==> src/hw/rtl/obsp_pkg.sv <==
`default_nettype none

package obsp_pkg;

	// width of the row width limit register
	localparam int LIMIT_BITS = 16;

	// row width limit after reset
	localparam logic [LIMIT_BITS-1:0] LIMIT_RESET = LIMIT_BITS'(1);

endpackage

`default_nettype wire

==> src/hw/rtl/oriented_box_shelf_placer.sv <==
`default_nettype none

// Oriented box shelf placer. Cells of a piece arrive one beat at a time; the
// beat with last_cell high closes the piece and yields one result beat, other
// beats yield none. The piece is turned 90 degrees clockwise when its y extent
// is smaller than its x extent (never mirrored) and its box is placed next-fit
// on shelves, wrapping when it would pass row_width_limit on a non-empty shelf,
// with cursors saturating at 2^CURSOR_BITS-1. Throughput is one cell per clock
// while in_stall is low; a last cell passes through the input register, box
// register and result register before out_valid rises. The extent fold sits
// between the input and box registers and the shelf placement between the box
// and result registers. Input is held off only while the input register holds
// a last cell, the box register holds a piece and the full result register is
// stalled. Write row_width_limit only while the block is idle.
module oriented_box_shelf_placer #(
	parameter int COORD_BITS  = 12,
	parameter int CURSOR_BITS = 16
) (
	input  wire logic                                   clk,
	input  wire logic                                   arst_n,
	input  wire logic                                   cfg_valid,
	output logic                                        cfg_ready,
	input  wire logic        [obsp_pkg::LIMIT_BITS-1:0] row_width_limit,
	input  wire logic                                   in_valid,
	output logic                                        in_stall,
	input  wire logic signed [COORD_BITS-1:0]           cell_x,
	input  wire logic signed [COORD_BITS-1:0]           cell_y,
	input  wire logic                                   last_cell,
	output logic                                        out_valid,
	input  wire logic                                   out_stall,
	output logic signed      [CURSOR_BITS+1:0]          shift_x,
	output logic signed      [CURSOR_BITS+1:0]          shift_y,
	output logic                                        rotation,
	output logic                                        mirrored,
	output logic             [COORD_BITS:0]             box_width,
	output logic             [COORD_BITS:0]             box_height,
	output logic             [2*COORD_BITS:0]           box_area,
	output logic             [CURSOR_BITS-1:0]          square_side
);

	localparam int C  = COORD_BITS;
	localparam int K  = CURSOR_BITS;
	localparam int BW = C + 1;
	localparam int AW = 2 * C + 1;

	logic [obsp_pkg::LIMIT_BITS-1:0] limit_q;

	logic                v_s1, last_s1;
	logic signed [C-1:0] cx_s1, cy_s1;

	logic                v_s2, rot_s2;
	logic [BW-1:0]       w_s2, h_s2;
	logic signed [C:0]   ox_s2, oy_s2;

	logic                out_valid_q, rot_q;
	logic signed [K+1:0] shift_x_q, shift_y_q;
	logic [BW-1:0]       w_q, h_q;
	logic [AW-1:0]       area_q;
	logic [K-1:0]        side_q;

	logic adv_out, adv2, adv1, s1_step, commit;

	logic                rot_c;
	logic [BW-1:0]       w_c, h_c;
	logic signed [C:0]   ox_c, oy_c;
	logic signed [K+1:0] sx_c, sy_c;
	logic [K-1:0]        side_c;
	logic [2*BW-1:0]     prod;

	// each stage moves when the next one is free or moving, the input register also when it holds no last cell
	assign adv_out  = !out_valid_q || !out_stall;
	assign adv2     = !v_s2 || adv_out;
	assign adv1     = !v_s1 || !last_s1 || adv2;
	assign in_stall = !adv1;
	assign s1_step  = v_s1 && adv1;
	assign commit   = v_s2 && adv_out;

	assign cfg_ready = 1'b1;

	always_ff @(posedge clk or negedge arst_n) begin
		if (!arst_n) begin
			limit_q <= obsp_pkg::LIMIT_RESET;
		end else if (cfg_valid && cfg_ready) begin
			limit_q <= row_width_limit;
		end
	end

	// input register
	always_ff @(posedge clk or negedge arst_n) begin
		if (!arst_n) begin
			v_s1 <= 1'b0;
		end else if (adv1) begin
			v_s1 <= in_valid;
		end
	end

	always_ff @(posedge clk) begin
		if (in_valid && adv1) begin
			cx_s1   <= cell_x;
			cy_s1   <= cell_y;
			last_s1 <= last_cell;
		end
	end

	obsp_extent #(
		.COORD_BITS(C)
	) u_extent (
		.clk   (clk),
		.arst_n(arst_n),
		.step  (s1_step),
		.last  (last_s1),
		.cell_x(cx_s1),
		.cell_y(cy_s1),
		.rot   (rot_c),
		.box_w (w_c),
		.box_h (h_c),
		.org_x (ox_c),
		.org_y (oy_c)
	);

	// oriented box register
	always_ff @(posedge clk or negedge arst_n) begin
		if (!arst_n) begin
			v_s2 <= 1'b0;
		end else if (adv2) begin
			v_s2 <= v_s1 && last_s1;
		end
	end

	always_ff @(posedge clk) begin
		if (v_s1 && last_s1 && adv2) begin
			rot_s2 <= rot_c;
			w_s2   <= w_c;
			h_s2   <= h_c;
			ox_s2  <= ox_c;
			oy_s2  <= oy_c;
		end
	end

	obsp_place #(
		.COORD_BITS (C),
		.CURSOR_BITS(K)
	) u_place (
		.clk    (clk),
		.arst_n (arst_n),
		.commit (commit),
		.limit  (limit_q),
		.box_w  (w_s2),
		.box_h  (h_s2),
		.org_x  (ox_s2),
		.org_y  (oy_s2),
		.shift_x(sx_c),
		.shift_y(sy_c),
		.side   (side_c)
	);

	assign prod = w_s2 * h_s2;

	// result register
	always_ff @(posedge clk or negedge arst_n) begin
		if (!arst_n) begin
			out_valid_q <= 1'b0;
		end else if (adv_out) begin
			out_valid_q <= v_s2;
		end
	end

	always_ff @(posedge clk) begin
		if (commit) begin
			shift_x_q <= sx_c;
			shift_y_q <= sy_c;
			rot_q     <= rot_s2;
			w_q       <= w_s2;
			h_q       <= h_s2;
			area_q    <= prod[AW-1:0];
			side_q    <= side_c;
		end
	end

	assign out_valid   = out_valid_q;
	assign shift_x     = shift_x_q;
	assign shift_y     = shift_y_q;
	assign rotation    = rot_q;
	assign mirrored    = 1'b0;
	assign box_width   = w_q;
	assign box_height  = h_q;
	assign box_area    = area_q;
	assign square_side = side_q;

	a_area_matches: assert property (@(posedge clk) disable iff (!arst_n)
		out_valid |-> (2*BW)'(box_area) == box_width * box_height)
		else $error("box_area differs from box_width times box_height");

	a_orientation: assert property (@(posedge clk) disable iff (!arst_n)
		out_valid |-> (rotation ? (box_width < box_height) : (box_width <= box_height)))
		else $error("orientation does not match box shape");

	a_side_nonzero: assert property (@(posedge clk) disable iff (!arst_n)
		out_valid |-> square_side != '0)
		else $error("square_side is zero");

	a_box_held_under_stall: assert property (@(posedge clk) disable iff (!arst_n)
		v_s2 && !adv_out |=> v_s2 && $stable(w_s2) && $stable(h_s2))
		else $error("box register changed while blocked");

endmodule

`default_nettype wire

==> src/hw/rtl/obsp_extent.sv <==
`default_nettype none

module obsp_extent #(
	parameter int COORD_BITS = 12
) (
	input  wire logic                         clk,
	input  wire logic                         arst_n,
	input  wire logic                         step,
	input  wire logic                         last,
	input  wire logic signed [COORD_BITS-1:0] cell_x,
	input  wire logic signed [COORD_BITS-1:0] cell_y,
	output logic                              rot,
	output logic             [COORD_BITS:0]   box_w,
	output logic             [COORD_BITS:0]   box_h,
	output logic signed      [COORD_BITS:0]   org_x,
	output logic signed      [COORD_BITS:0]   org_y
);

	localparam int C = COORD_BITS;
	localparam logic signed [C-1:0] EXT_HI = {1'b0, {(C-1){1'b1}}};
	localparam logic signed [C-1:0] EXT_LO = {1'b1, {(C-1){1'b0}}};

	logic signed [C-1:0] min_x_q, max_x_q, min_y_q, max_y_q;
	logic signed [C-1:0] min_x, max_x, min_y, max_y;
	logic signed [C:0]   dx, dy;
	logic        [C:0]   ext_w, ext_h;

	// fold the current cell into the running extent
	always_comb begin
		min_x = (cell_x < min_x_q) ? cell_x : min_x_q;
		max_x = (cell_x > max_x_q) ? cell_x : max_x_q;
		min_y = (cell_y < min_y_q) ? cell_y : min_y_q;
		max_y = (cell_y > max_y_q) ? cell_y : max_y_q;
	end

	always_comb begin
		dx    = $signed({max_x[C-1], max_x}) - $signed({min_x[C-1], min_x});
		dy    = $signed({max_y[C-1], max_y}) - $signed({min_y[C-1], min_y});
		ext_w = $unsigned(dx) + {{C{1'b0}}, 1'b1};
		ext_h = $unsigned(dy) + {{C{1'b0}}, 1'b1};
		rot   = ext_h < ext_w;
		if (rot) begin
			box_w = ext_h;
			box_h = ext_w;
			org_x = $signed({min_y[C-1], min_y});
			org_y = -$signed({max_x[C-1], max_x});
		end else begin
			box_w = ext_w;
			box_h = ext_h;
			org_x = $signed({min_x[C-1], min_x});
			org_y = $signed({min_y[C-1], min_y});
		end
	end

	always_ff @(posedge clk or negedge arst_n) begin
		if (!arst_n) begin
			min_x_q <= EXT_HI;
			max_x_q <= EXT_LO;
			min_y_q <= EXT_HI;
			max_y_q <= EXT_LO;
		end else if (step) begin
			if (last) begin
				min_x_q <= EXT_HI;
				max_x_q <= EXT_LO;
				min_y_q <= EXT_HI;
				max_y_q <= EXT_LO;
			end else begin
				min_x_q <= min_x;
				max_x_q <= max_x;
				min_y_q <= min_y;
				max_y_q <= max_y;
			end
		end
	end

endmodule

`default_nettype wire

==> src/hw/rtl/obsp_place.sv <==
`default_nettype none

module obsp_place #(
	parameter int COORD_BITS  = 12,
	parameter int CURSOR_BITS = 16
) (
	input  wire logic                                  clk,
	input  wire logic                                  arst_n,
	input  wire logic                                  commit,
	input  wire logic        [obsp_pkg::LIMIT_BITS-1:0] limit,
	input  wire logic        [COORD_BITS:0]            box_w,
	input  wire logic        [COORD_BITS:0]            box_h,
	input  wire logic signed [COORD_BITS:0]            org_x,
	input  wire logic signed [COORD_BITS:0]            org_y,
	output logic signed      [CURSOR_BITS+1:0]         shift_x,
	output logic signed      [CURSOR_BITS+1:0]         shift_y,
	output logic             [CURSOR_BITS-1:0]         side
);

	localparam int K   = CURSOR_BITS;
	localparam int BW  = COORD_BITS + 1;
	localparam int LB  = obsp_pkg::LIMIT_BITS;
	localparam int M1  = (K > BW) ? K : BW;
	localparam int M2  = (M1 > LB) ? M1 : LB;
	localparam int CW  = M2 + 1;
	localparam int TW  = M1 + 2;
	localparam int SHW = K + 2;

	localparam logic [K-1:0]  CUR_MAX   = {K{1'b1}};
	localparam logic [CW-1:0] CUR_MAX_W = {{(CW-K){1'b0}}, {K{1'b1}}};

	logic [K-1:0]  cursor_x_q, cursor_y_q, layout_width_q;
	logic [BW-1:0] row_height_q;

	logic [CW-1:0]        sum_x;
	logic                 wrap;
	logic [K-1:0]         cx1, cy1, cx2, lw2, height, side0;
	logic [BW-1:0]        rh1, rh2;
	logic signed [TW-1:0] tx, ty;

	function automatic logic [K-1:0] sat(input logic [CW-1:0] s);
		logic [K-1:0] r;
		r = (s > CUR_MAX_W) ? CUR_MAX : s[K-1:0];
		return r;
	endfunction

	always_comb begin
		sum_x  = CW'(cursor_x_q) + CW'(box_w);
		wrap   = (sum_x > CW'(limit)) && (cursor_x_q != '0);
		cx1    = wrap ? '0 : cursor_x_q;
		cy1    = wrap ? sat(CW'(cursor_y_q) + CW'(row_height_q)) : cursor_y_q;
		rh1    = wrap ? '0 : row_height_q;
		tx     = $signed(TW'(cx1)) - TW'(org_x);
		ty     = $signed(TW'(cy1)) - TW'(org_y);
		cx2    = sat(CW'(cx1) + CW'(box_w));
		rh2    = (box_h > rh1) ? box_h : rh1;
		lw2    = (cx2 > layout_width_q) ? cx2 : layout_width_q;
		height = sat(CW'(cy1) + CW'(rh2));
		side0  = (lw2 > height) ? lw2 : height;
		side   = (side0 == '0) ? K'(1) : side0;
	end

	assign shift_x = tx[SHW-1:0];
	assign shift_y = ty[SHW-1:0];

	always_ff @(posedge clk or negedge arst_n) begin
		if (!arst_n) begin
			cursor_x_q     <= '0;
			cursor_y_q     <= '0;
			row_height_q   <= '0;
			layout_width_q <= '0;
		end else if (commit) begin
			cursor_x_q     <= cx2;
			cursor_y_q     <= cy1;
			row_height_q   <= rh2;
			layout_width_q <= lw2;
		end
	end

	a_cursor_y_monotonic: assert property (@(posedge clk) disable iff (!arst_n)
		1'b1 |=> cursor_y_q >= $past(cursor_y_q))
		else $error("cursor_y moved backward");

	a_layout_covers_cursor: assert property (@(posedge clk) disable iff (!arst_n)
		layout_width_q >= cursor_x_q)
		else $error("layout width below cursor_x");

endmodule

`default_nettype wire

==> config.mk <==
export PLATFORM = sky130hd
export DESIGN_NAME = oriented_box_shelf_placer
export DESIGN_NICKNAME = d
export VERILOG_FILES = /design/src/hw/rtl/obsp_pkg.sv /design/src/hw/rtl/oriented_box_shelf_placer.sv /design/src/hw/rtl/obsp_extent.sv /design/src/hw/rtl/obsp_place.sv
export SDC_FILE = /design/constraint.sdc
export NUM_CORES = 1
export LEC_CHECK = 0
export BUFFER_PORTS_ARGS = -buffer_cell sky130_fd_sc_hd__buf_2
export CORE_ASPECT_RATIO = 1.75
export CORE_MARGIN = 3
export CORE_UTILIZATION = 61
export CTS_CLUSTER_DIAMETER = 60
export CTS_CLUSTER_SIZE = 24
export DETAILED_ROUTE_END_ITERATION = 8
export HOLD_SLACK_MARGIN = 0.03
export PLACE_DENSITY_LB_ADDON = 0.25
export SLEW_MARGIN = 10
export SYNTH_ARGS = -nofsm -noshare
export SYNTH_HDL_FRONTEND = slang
export SYNTH_SLANG_ARGS = --single-unit
==> constraint.sdc <==
create_clock -name clk -period 13.95 [get_ports clk]
set_input_delay 0.6975 -clock clk [delete_from_list [all_inputs] [get_ports clk]]
set_output_delay 0.6975 -clock clk [all_outputs]
set_load 0.01 [all_outputs]
==> results by group, run 1 <==
Logic synthesis
  • Synth Area in XOR/XNOR: 4.32%
  • Post-synth EDFFs: 181
  • Average cell area after synthesis: 9.73 sq um
  • Synth Area in Compound Gates: 14.3%
  • Syn Std Cell Area: 26,200 sq um
  • Post-synthesis mux area share: 4.84%
  • Sequential fraction of the synthesis area: 33.1%
  • Synthesized flop and latch total: 309
  • Synthesized instance count: 2,689
  • Yosys cell types: 82
  • Largest family of logic cells by synthesized area: adder cells
  • Synth warn: 0
  • FFs w/ async S/R, synth: 41.4%
  • Post-Synth Simple-Gate Area: 11.9%
  • Most used flip-flop cell after synthesis: edfxtp_1
  • Syn_nets: 3,177
  • Adder-cell share of the synthesized area: 24.8%

STA
  • Setup ws final: 0.936 ns
  • Max-slew violations: 0
  • Min cycle time layout: 13.01 ns
  • FMAX: 76.8 MHz
  • Setup TNS: 0 ns
  • Final setup viols: 0
  • Final hold viol count: 0
  • Max_slew headroom: 35.6%
  • RSZ-0062 raised after global routing: false
  • Fin Clk Skew: 0.0185 ns
  • Worst slew pin tran: 0.966 ns
  • Hold Slack: 0.215 ns
  • Tcrit/Tclk final: 93.3%

Routing
  • Drc violations: 0
  • Antenna Nets Post-Route: 0
  • Routed vias/inst: 6.04
  • Avg WL per Cell: 22.2 um
  • Drt first pass iters: 8
  • WL final: 75.3 mm
  • Drt initial violations: 1,202
  • Detailed-route via count: 20,500

Worst setup path
  • Crit path max fanout: 30
  • Startpoint Class: flop
  • Reg2Reg Depth: 56
  • Worst setup EP type: flop
  • Worst Setup Path Type: reg2reg
  • Crit path largest cell delay: 0.53 ns
  • R2R Setup Slk: 0.94 ns
  • FF-to-FF End: square_side[0]$_SDFFCE_PN1P_
  • CP most frequent cell: a21oi_1
  • Arr. time, crit path: 13.43 ns
  • Worst EP required: 14.36 ns
  • CP max stage cell: a211oi_1
  • CP Capture Point: square_side[0]$_SDFFCE_PN1P_
  • Worst r2r src: w_s2[1]$_DFFE_PP_
  • Critical path launch point: w_s2[1]$_DFFE_PP_

Run status
  • Status: finished clean

Floorplanning
  • Site row count: 99
  • I/O pin total: 154
  • Core area: 42,000 sq um
  • Initial core utilization: 62.3%
  • Die height: 280 um
  • Chip width: 163 um
  • Die Area: 45,500 sq um

Clocking
  • Worst-path clk slew: 0.09 ns
  • Skew-Pair Late Insertion Delay: 0.58 ns
  • CTS tree: built
  • # H-tree levels: 1
  • Worst-case clock buffer depth: 3
  • CTS Buf Count: 23
  • Clk sink count: 309
  • Hold_buf cts: 0
  • Root buffer cell: clkbuf_16

Cells and area
  • Ant. Diodes: 0
  • Seq. cell area: 8670 sq um
  • # nets final: 3,313
  • Commonest cells after routing, fill and taps aside: 363 x inv_1, 316 x ha_1, 238 x nand2_1
  • Fillers: 3,310
  • Layout cell share with drive strength beyond 1: 12.6%
  • Commonest non-fill, non-tap cell in the layout: inv_1
  • Layout area overhead: 8.93%
  • Final non-filler cell area: 28,500 sq um
  • Multi-input gate area: 15,800 sq um

Place
  • Post-DP HPWL: 59.6 mm
  • RD Place Congestion: 0.962
  • Pre-CTS WS: 0.712 ns
  • PortBufs: 151
  • Placed Area: 27,700 sq um

Min path
  • HP Class: in2async

GRT
  • GRT Total Usage: 33.3%
  • Pin count of the biggest net entering global routing: 83
  • First-pass GRT wire length: 117 mm
  • Antenna violations before repair: 1
  • Global route overflow: 0
  • Vias in the first global route: 21,900

Run
  • Max-cap violation count: 0
[cells by family (layout without fill, tap and decap cells)]
| family | Yosys count | after routing |
|---|---|---|
| adders and majority gates | 443 | 443 |
| xor gates and xnor gates | 129 | 129 |
| AOI/OAI and AO/OA | 568 | 569 |
| and+or+nand+nor | 661 | 661 |
| DFF | 309 | 309 |
| buffers and inverters | 457 | 609 |
| muxes | 120 | 120 |
| other | 2 | 2 |
[worst min-delay path by stage]
stage | from | slack, ns | end | cells past startpoint
floorplan | arst_n | 0.40 | limit_q[10]$_DFFE_PN0P_ | 0
global placement | rot_s2$_DFFE_PP_ | 0.42 | rotation$_DFFE_PP_ | 0
detailed placement | rot_s2$_DFFE_PP_ | 0.41 | rotation$_DFFE_PP_ | 0
CTS | arst_n | 0.25 | u_place.cursor_y_q[13]$_DFFE_PN0P_ | 1
global route | arst_n | 0.27 | u_place.cursor_y_q[15]$_DFFE_PN0P_ | 1
finish | arst_n | 0.21 | u_place.cursor_y_q[15]$_DFFE_PN0P_ | 1
[layout make-up]
| cell class | count | area share [%] |
|---|---|---|
| Clock buffer | 26 | 2.06 |
| Clock inverter | 16 | 0.794 |
| Inverter | 365 | 4.82 |
| Multi-Input combinational cell | 1924 | 55.5 |
| Sequential cell | 309 | 30.4 |
| Tap cell | 555 | 2.44 |
| Timing Repair Buffer | 202 | 4.02 |
[critical path: cells and delay by family (launching register included)]
family / cells / cell delay, ns
adders and majority gates: 5 / 1.48
and+or+nand+nor: 11 / 2.04
buffers and inverters: 5 / 1.15
xor gates and xnor gates: 1 / 0.15
AOI/OAI and AO/OA: 34 / 7.51
DFF: 1 / 0.49
[flip-flops by register name (all words and copies together) (netlist names), 16 cells and up]
signal and flops:
box_area 25, limit_q 16, shift_x 18, shift_y 18
square_side 16, u_place.cursor_x_q 16, u_place.cursor_y_q 16, u_place.layout_width_q 16
[synthesized netlist by cell type (all sizes together), types with 5 or more instances]
master,instances,area (sq um)
or2,8,50.1
a21oi,133,684
o22a,22,193
a31oi,20,125
nand2,238,893
edfxtp,181,5440
or3,8,55.1
buf,18,90.1
nand4,21,131
nand2b,20,125
inv,364,1370
mux2i,67,671
a22o,25,219
a21o,49,368
ha,316,3950
o21a,43,323
nand3,43,215
and2,88,551
mux2,53,597
or4,5,37.5
xor2,21,184
and3,11,68.8
o22ai,14,87.6
a22oi,10,75.1
o21ai,136,684
a21boi,10,78.8
nor4,11,68.8
a211oi,11,92.6
fa,126,2520
nor2,142,533
clkbuf,74,278
nor3,38,195
xnor2,108,946
dfrtp,103,2580
nor2b,22,138
o31ai,10,85.1
dfstp,25,657
o211ai,15,118
o21bai,30,225
[metal layers]
layer	vias up	routed length [um]	GRT usage, %	part of all wire (%)
met5	-	0	0	0
met4	0	7130	25.4	9.5
met3	305	3230	3.32	4.3
met2	701	40200	63.0	53
met1	9960	24800	32.8	33
li1	9557	-	-	-
[per-stage QoR]
step           util [%]  cells
5_1_grt            67.9   3397
3_5_place_dp       65.9   3352
3_3_place_gp       65.9   3352
2_1_floorplan         -   2689
6_report           67.9   3397
4_1_cts            67.8   3394
[what timing repair did]
| item | CTS | global route |
|---|---|---|
| setup buffers | 0 | 2 |
| endpoints found under the setup margin | 0 | 1 |
| gates resized for setup | 0 | 4 |
Power of run 1 is not shown: default switching activity piles up to over one toggle a cycle in this logic, so the estimate is an artifact.
==> run 2, diff against run 1 <==
--- a/config.mk
+++ b/config.mk
@@ -5,6 +5,7 @@
 export SDC_FILE = /design/constraint.sdc
 export NUM_CORES = 1
 export LEC_CHECK = 0
+export ABC_AREA = 1
 export BUFFER_PORTS_ARGS = -buffer_cell sky130_fd_sc_hd__buf_2
 export CORE_ASPECT_RATIO = 1.75
 export CORE_MARGIN = 3
==> run 2 against run 1 <==
Sequential share of layout area increased by 0.36 points. Hold slack improved by 0.080 ns. Cell count increased by 13%. Sequential cell count unchanged. Clock-buffer cell count decreased by 3. Synthesized cell count increased by 17%. Critical endpoint unchanged.
==> results by group, run 2 <==
Logic synthesis
  • Share of the synthesized area in the top cell type: 20.8% (about the same)
  • Most used flip-flop cell after synthesis: edfxtp_1
  • Adder-cell share of the synthesized area: 24.8% (-0.035 points)
  • Post-Synth Simple-Gate Area: 16.1% (+4.2 points)
  • Synth area leader: edfxtp_1
  • Sequential fraction of the synthesis area: 33.1% (about the same)
  • Top cell types by occurrence after synthesis: 706 x nand2_1, 628 x inv_1, 316 x ha_1
  • Yosys cell types: 62 (-24%)
  • Synthesized instance count: 3,138 (+17%)
  • Synth Area in XOR/XNOR: 3.72% (-0.60 points)
  • Largest family of logic cells by synthesized area: adder cells
  • Post-synth EDFFs: 181 (unchanged)
  • Syn_nets: 3,626 (+14%)
  • Average cell area after synthesis: 8.34 sq um (-14%)
  • Most common cell in the netlist: nand2_1
  • Post-synthesis mux area share: 0.0430% (-4.8 points)
  • Synthesized flop and latch total: 309 (unchanged)
  • Synth warn: 0 (unchanged)
  • Synth Area in Compound Gates: 11.7% (-2.6 points)
  • FFs w/ async S/R, synth: 41.4% (unchanged)
  • Area contributors post-synth: edfxtp_1 21%, ha_1 15%, nand2_1 10%
  • Syn Std Cell Area: 26,200 sq um (about the same)

Cells and area
  • Ant. Diodes: 0 (unchanged)
  • # nets final: 3,742 (+13%)
  • Commonest non-fill, non-tap cell in the layout: nand2_1
  • Layout area overhead: 7.68%
  • Util after Layout: 67.1% (-0.79 points)
  • Max reg flops: 25 (unchanged)
  • Fillers: 3,497 (+5.6%)
  • Layout cell share with drive strength beyond 1: 9.09% (-3.5 points)
  • Commonest cells after routing, fill and taps aside: 705 x nand2_1, 627 x inv_1, 316 x ha_1

Worst setup path
  • R2R Setup Slk: 1.92 ns (+0.98 ns)
  • Worst r2r src: w_s2[2]$_DFFE_PP_
  • Worst path top cell family by delay: compound AO/OA/AOI/OAI gates
  • Worst setup EP type: flop
  • Reg2Reg Depth: 69 (+23%)
  • Worst Path Buf+Inv: 9 (+4)
  • Crit path largest cell delay: 0.76 ns (+0.23 ns)
  • Crit path max fanout: 20 (-33%)
  • CP max stage cell: edfxtp_1
  • Critical path depth: 69 (+23%)
  • Arr. time, crit path: 12.46 ns (-0.97 ns)
  • Worst Setup Path Type: reg2reg
  • Startpoint Class: flop
  • Worst EP required: 14.38 ns (+0.02 ns)
  • CP most frequent cell: a21oi_1
  • Critical path launch point: w_s2[2]$_DFFE_PP_
  • FF-to-FF End: square_side[0]$_SDFFCE_PN1P_

Routing
  • Drt first pass iters: 6 (-2)
  • Drc violations: 0 (unchanged)
  • Routed vias/inst: 5.65 (-6.4%)
  • Avg WL per Cell: 19.4 um (-13%)
  • WL final: 74.1 mm (-1.7%)
  • Detailed-route via count: 21,600 (+5.3%)
  • Antenna Nets Post-Route: 0 (unchanged)
  • Drt initial violations: 1,357 (+13%)

GRT
  • GRT Total Usage: 32.6% (-0.77 points)
  • First-pass GRT wire length: 115 mm (-1.4%)
  • Antenna violations before repair: 0 (-1)
  • Pin count of the biggest net entering global routing: 89 (+7.2%)
  • Vias in the first global route: 22,400 (+2.4%)
  • Global route overflow: 0 (unchanged)

STA
  • Min cycle time layout: 12.03 ns (-0.984 ns)
  • Tcrit/Tclk final: 86.2% (-7.1 points)
  • FMAX: 83.1 MHz (+8.2%)
  • Max-slew violations: 0 (unchanged)
  • Setup TNS: 0 ns (unchanged)
  • RSZ-0062 raised after global routing: false
  • Max_slew headroom: 26.2% (-9.4 points)
  • Final hold viol count: 0 (unchanged)
  • Fin Clk Skew: 0.0318 ns (+0.0133 ns)
  • Final setup viols: 0 (unchanged)
  • Worst slew pin tran: 1.11 ns (+0.141 ns)
  • Hold Slack: 0.295 ns (+0.0797 ns)

Clocking
  • Worst-path clk slew: 0.10 ns (about the same)
  • Skew-Pair Late Insertion Delay: 0.57 ns (about the same)
  • CTS tree: built
  • CTS Buf Count: 21 (-8.7%)
  • Clk sink count: 309 (unchanged)
  • # H-tree levels: 1 (unchanged)
  • Root buffer cell: clkbuf_16
  • Worst-case clock buffer depth: 3 (unchanged)

Floorplanning
  • Core area: 42,000 sq um (unchanged)
  • Die height: 280 um (about the same)
  • Initial core utilization: 62.3% (about the same)
  • Die Area: 45,500 sq um (about the same)
  • Chip width: 163 um (about the same)
  • Site row count: 99 (unchanged)
  • I/O pin total: 154 (unchanged)

Run
  • Max-cap violation count: 0 (unchanged)

Min path
  • HP Class: in2reg
  • End of the worst hold path: last_s1$_DFFE_PP_
  • Worst Hold Depth: 1
  • Worst Hold Launch: last_cell

Place
  • PortBufs: 151 (unchanged)
  • RD Place Congestion: 1.00 (+4.2%)
  • Post-DP HPWL: 58.6 mm (-1.6%)

Run status
  • Status: finished clean
run 2: layout make-up:
cell class / instances / area, sq um / share of cell area [%]
clock buffer: 23 / 533 / 1.89
clock inverter: 14 / 159 / 0.564
inverter: 637 / 2400 / 8.50
multi-input combinational: 2106 / 14800 / 52.4
sequential: 309 / 8670 / 30.8
tap: 555 / 694 / 2.46
timing repair buffer: 179 / 971 / 3.45
run 2: kinds of logic (layout without fill, tap and decap cells):
group	after synthesis	in the layout
flops	309	309
other cells	2	2
fa+ha+maj	442	442
buf+inv	723	853
mux	1	1
simple gates	1004	1004
compound gates	546	546
xor+xnor	111	111
run 2: worst max-delay path by stage:
stage                                        end  slack (ns)
floorplan           square_side[0]$_SDFFCE_PN1P_        3.79
global placement    square_side[0]$_SDFFCE_PN1P_        2.49
detailed placement  square_side[0]$_SDFFCE_PN1P_        2.09
CTS                 square_side[0]$_SDFFCE_PN1P_        2.02
global route        square_side[0]$_SDFFCE_PN1P_        0.77
finish              square_side[0]$_SDFFCE_PN1P_        1.92
run 2: metal layers:
metal  up-vias  global-route usage, %  part of all wire [%]
met5         -                      0                     0
met4         0                   22.8                   8.5
met3       288                   3.87                   4.7
met2       741                   61.6                    53
met1     10200                   32.5                    34
li1      10400                      -                     -
run 2: repair_timing:
action / CTS / global route
buffers inserted: 0 / 0
hold buffers: 1 / 0
resized for setup: 0 / 0
hold endpoints to repair: 12 / 0
run 2: through the flow:
stage	cells	setup WS [ns]	cell area, sq um
2_1_floorplan	3138	3.79	26200
3_3_place_gp	3785	2.49	27500
3_5_place_dp	3785	2.09	27500
4_1_cts	3823	2.02	28200
5_1_grt	3823	0.769	28200
6_report	3823	1.92	28200
Power of run 2 is left out for the same reason.
